## config.mk

```make
export PLATFORM = sky130hd
export DESIGN_NAME = ebs_ram
export DESIGN_NICKNAME = d
export VERILOG_FILES = /design/src/design/ebs_ram.sv
export SDC_FILE = /design/constraint.sdc
export NUM_CORES = 2
export LEC_CHECK = 0
export ABC_AREA = 1
export BUFFER_PORTS_ARGS = -buffer_cell sky130_fd_sc_hd__buf_2
export CORE_MARGIN = 2
export CORE_UTILIZATION = 45
export DETAILED_ROUTE_END_ITERATION = 16
export PLACE_DENSITY = 0.64
export SLEW_MARGIN = 40
export SYNTH_ARGS = -nofsm -noshare
export SYNTH_HDL_FRONTEND = slang
export SYNTH_SLANG_ARGS = --single-unit
```

## constraint.sdc

```tcl
create_clock -name aclk -period 14.4 [get_ports aclk]
set_input_delay 1.44 -clock aclk [delete_from_list [all_inputs] [get_ports aclk]]
set_output_delay 1.44 -clock aclk [all_outputs]
set_load 0.05 [all_outputs]
```

## src/design/ebs_ram.sv

```systemverilog
// ebs_ram: generic simple dual-port RAM, one write and one registered read port.
// No dependencies.
`default_nettype none

module ebs_ram #(
    parameter int WIDTH = 32,
    parameter int DEPTH = 64
) (
    input  wire                                    aclk,
    input  wire                                    we,
    input  wire  [((DEPTH > 1) ? $clog2(DEPTH) : 1)-1:0] waddr,
    input  wire  [WIDTH-1:0]                       wdata,
    input  wire                                    re,
    input  wire  [((DEPTH > 1) ? $clog2(DEPTH) : 1)-1:0] raddr,
    output logic [WIDTH-1:0]                       rdata
);

    logic [WIDTH-1:0] mem [DEPTH];
    logic [WIDTH-1:0] rdata_reg;

    always_ff @(posedge aclk) begin
        if (we) begin
            mem[waddr] <= wdata;
        end
        if (re) begin
            rdata_reg <= mem[raddr];
        end
    end

    assign rdata = rdata_reg;

endmodule

`default_nettype wire
```

==> results.json <==
{
  "p_sw_w": 0.00292,
  "timing.rr.start": "mem[26][13]",
  "fillers": 15500,
  "setup-tns-final_ns": 0,
  "regToRegSetupSlack_ns": 12.38,
  "max_cap_violations": 0,
  "die_w_um": 434,
  "io_pins": 79,
  "final-instance-count-excl-fill": 9407,
  "multi_input_area_sq_um": 18800,
  "clk_latency_ns": 0.85,
  "wl_per_cell_um": 25.8,
  "grt_max_degree": 181,
  "ys_seq_elements": 2080,
  "cts_buffers": 203,
  "synth.cell_area_sq_um": 83100,
  "crit_type": "input pin to register",
  "core_area_sq_um": 183000,
  "std_cell_rows": 157,
  "first_global_vias": 51400,
  "nNetsFinal": 6817,
  "rr_endpoint": "rdata[13]",
  "status": "finished, final reports clean",
  "synth_area_per_cell_sq_um": 12.3,
  "portBuffers": 78,
  "gp_congestion": 0.836,
  "syn_inst": 6769,
  "crit_path_start_kind": "input pin",
  "min_to": "rdata[13]",
  "fin_crit_ns": 4.48,
  "crit_path_end_kind": "register",
  "power.share.clock": 0.407,
  "worst_pin_slew_ns": 0.926,
  "hold_class": "register to register",
  "cts_tree": "yes",
  "worstPathArrival_ns": 5.17,
  "min-delay-start": "mem[46][13]",
  "layout.area.seq_sq_um": 62500,
  "grt_pass1_wl_mm": 350,
  "grt_usage": 0.256,
  "synth.yosys.seq_area_share": 0.752,
  "cts.clk_slew.worst_paths_ns": 0.06,
  "area_growth_syn_to_layout_pct": 11.8,
  "die_area_sq_um": 188000,
  "ant_nets": 0,
  "period_share": 0.311,
  "fin_skew_ns": 0.0278,
  "clock-root-buffer": "clkbuf_16",
  "antenna_found_initial": 20,
  "die_h_um": 434,
  "rsz0062_at_grt": "no",
  "vias_per_cell": 5.76,
  "setup_viol": 0,
  "ys_warn_count": 0,
  "cts_setup_buffers": 0,
  "dp_cells": 9018,
  "clk_path_buf_depth": 3,
  "critPathRequiredTime_ns": 15.09,
  "p_sw_frac": 0.229,
  "ir_drop_v": 0.0000989,
  "start_util": 0.453,
  "comb_power_share": 0.063,
  "min_path_cells": 8,
  "syn_nets": 6816,
  "p_per_area_nw_per_um2": 137,
  "wl_mm": 243,
  "drive_above_1_share": 0.0844,
  "hold_viol_final": 0,
  "cts_sinks": 2080,
  "drc": 0,
  "hold_buffers": 0,
  "reg2reg_depth": 8,
  "cts_max_level": 4,
  "vias": 54200,
  "p_seq_frac": 0.530,
  "largest_reg_flops": 2048,
  "p_int_w": 0.00981,
  "drv_slew": 0,
  "max_freq_ghz": 0.223,
  "cts_resized": 0,
  "grt-ovfl-total": 0,
  "p_leak_nw": 32.3,
  "slew_headroom": 0.383,
  "first_pass_iters": 6,
  "yosysUniqueCellTypes": 15,
  "drt_iter0_markers": 6927,
  "cp_max_fo": 104,
  "hpwlAfterDp_mm": 118
}
==> power by group through the flow <==
| stage | sequential (W) | combinational [W] | clock, W |
|---|---|---|---|
| finish | 0.00674 | 0.000803 | 0.00518 |
| global route | 0.00674 | 0.000862 | 0.00546 |
| CTS | 0.00674 | 0.000790 | 0.00522 |
| detailed placement | 0.00687 | 0.000788 | 0 |
| global placement | 0.00687 | 0.000775 | 0 |
| floorplan | 0.00688 | 0.000412 | 0 |
==> metrics by stage <==
step	util	worst slack [ns]	power, W	hold slack [ns]	area (sq um)
after floorplan	-	8.83	0.00730	0.797	83100
after global placement	0.469	8.63	0.00764	0.913	86000
after detailed placement	0.470	9.12	0.00766	0.873	86200
after CTS	0.505	10.02	0.0128	0.898	92600
after global routing	0.507	9.90	0.0131	0.990	92800
final	0.507	9.92	0.0127	0.890	92900
==> cell families after synthesis <==
| logic type | share of synthesized area |
|---|---|
| buffers and inverters | 0.0277 |
| flip-flops | 0.752 |
| AND/OR/NAND/NOR | 0.220 |
==> layer usage <==
metal	routed length [um]	vias up	track usage
met5	24	-	0
met4	11400	4	0.114
met3	22400	494	0.0401
met2	113000	2796	0.409
met1	95200	26700	0.347
li1	-	24200	-
==> worst max-delay path by stage <==
stage	from	to	cells after the start
final	raddr[0]	rdata[13]	12
after global routing	raddr[0]	rdata[23]	13
after CTS	raddr[1]	rdata[21]	11
after detailed placement	raddr[1]	rdata[21]	11
after global placement	raddr[0]	rdata[13]	12
after floorplan	we	mem[48][0]	3
==> synth_stat cells (all sizes together) <==
cell type | count | area share
buf | 372 | 0.024
inv | 12 | 0.00057
nand4 | 9 | 0.00068
clkbuf | 77 | 0.0035
nor2 | 56 | 0.0025
edfxtp | 2080 | 0.75
nand2 | 2248 | 0.10
nand3 | 1907 | 0.11
nor4 | 8 | 0.00060
==> placed cells by master, fill, tap and decap left out, drive strengths merged <==
master and n:
buf 245, bufinv 17, clkbuf 249, clkinv 92, clkinvlp 4, diode 12, edfxtp 2080, inv 16
nand2 2248, nand3 1907, nand4 9, nor2 56, nor4 8
==> cell type report <==
type / count / share of cell area
clock buffer: 249 / 0.0570
sequential: 2080 / 0.673
timing repair buffer: 245 / 0.0217
inverter: 12 / 0.000997
clock inverter: 117 / 0.0119
antenna: 12 / 0.000323
multi-input combinational: 4228 / 0.202
tap: 2464 / 0.0332
==> worst max-delay path, stage by stage <==
cell and delay [ns]:
buf_8 0.20, inv_16 0.42, buf_6 0.67, buf_4 0.73, nand2_1 0.11, nand3_1 0.10
nand3_1 0.10, nand2_1 0.10, nand2_1 0.07, nand3_1 0.35, nand3_1 0.47, nand2_1 0.16
(Power assumes the default switching activity.)
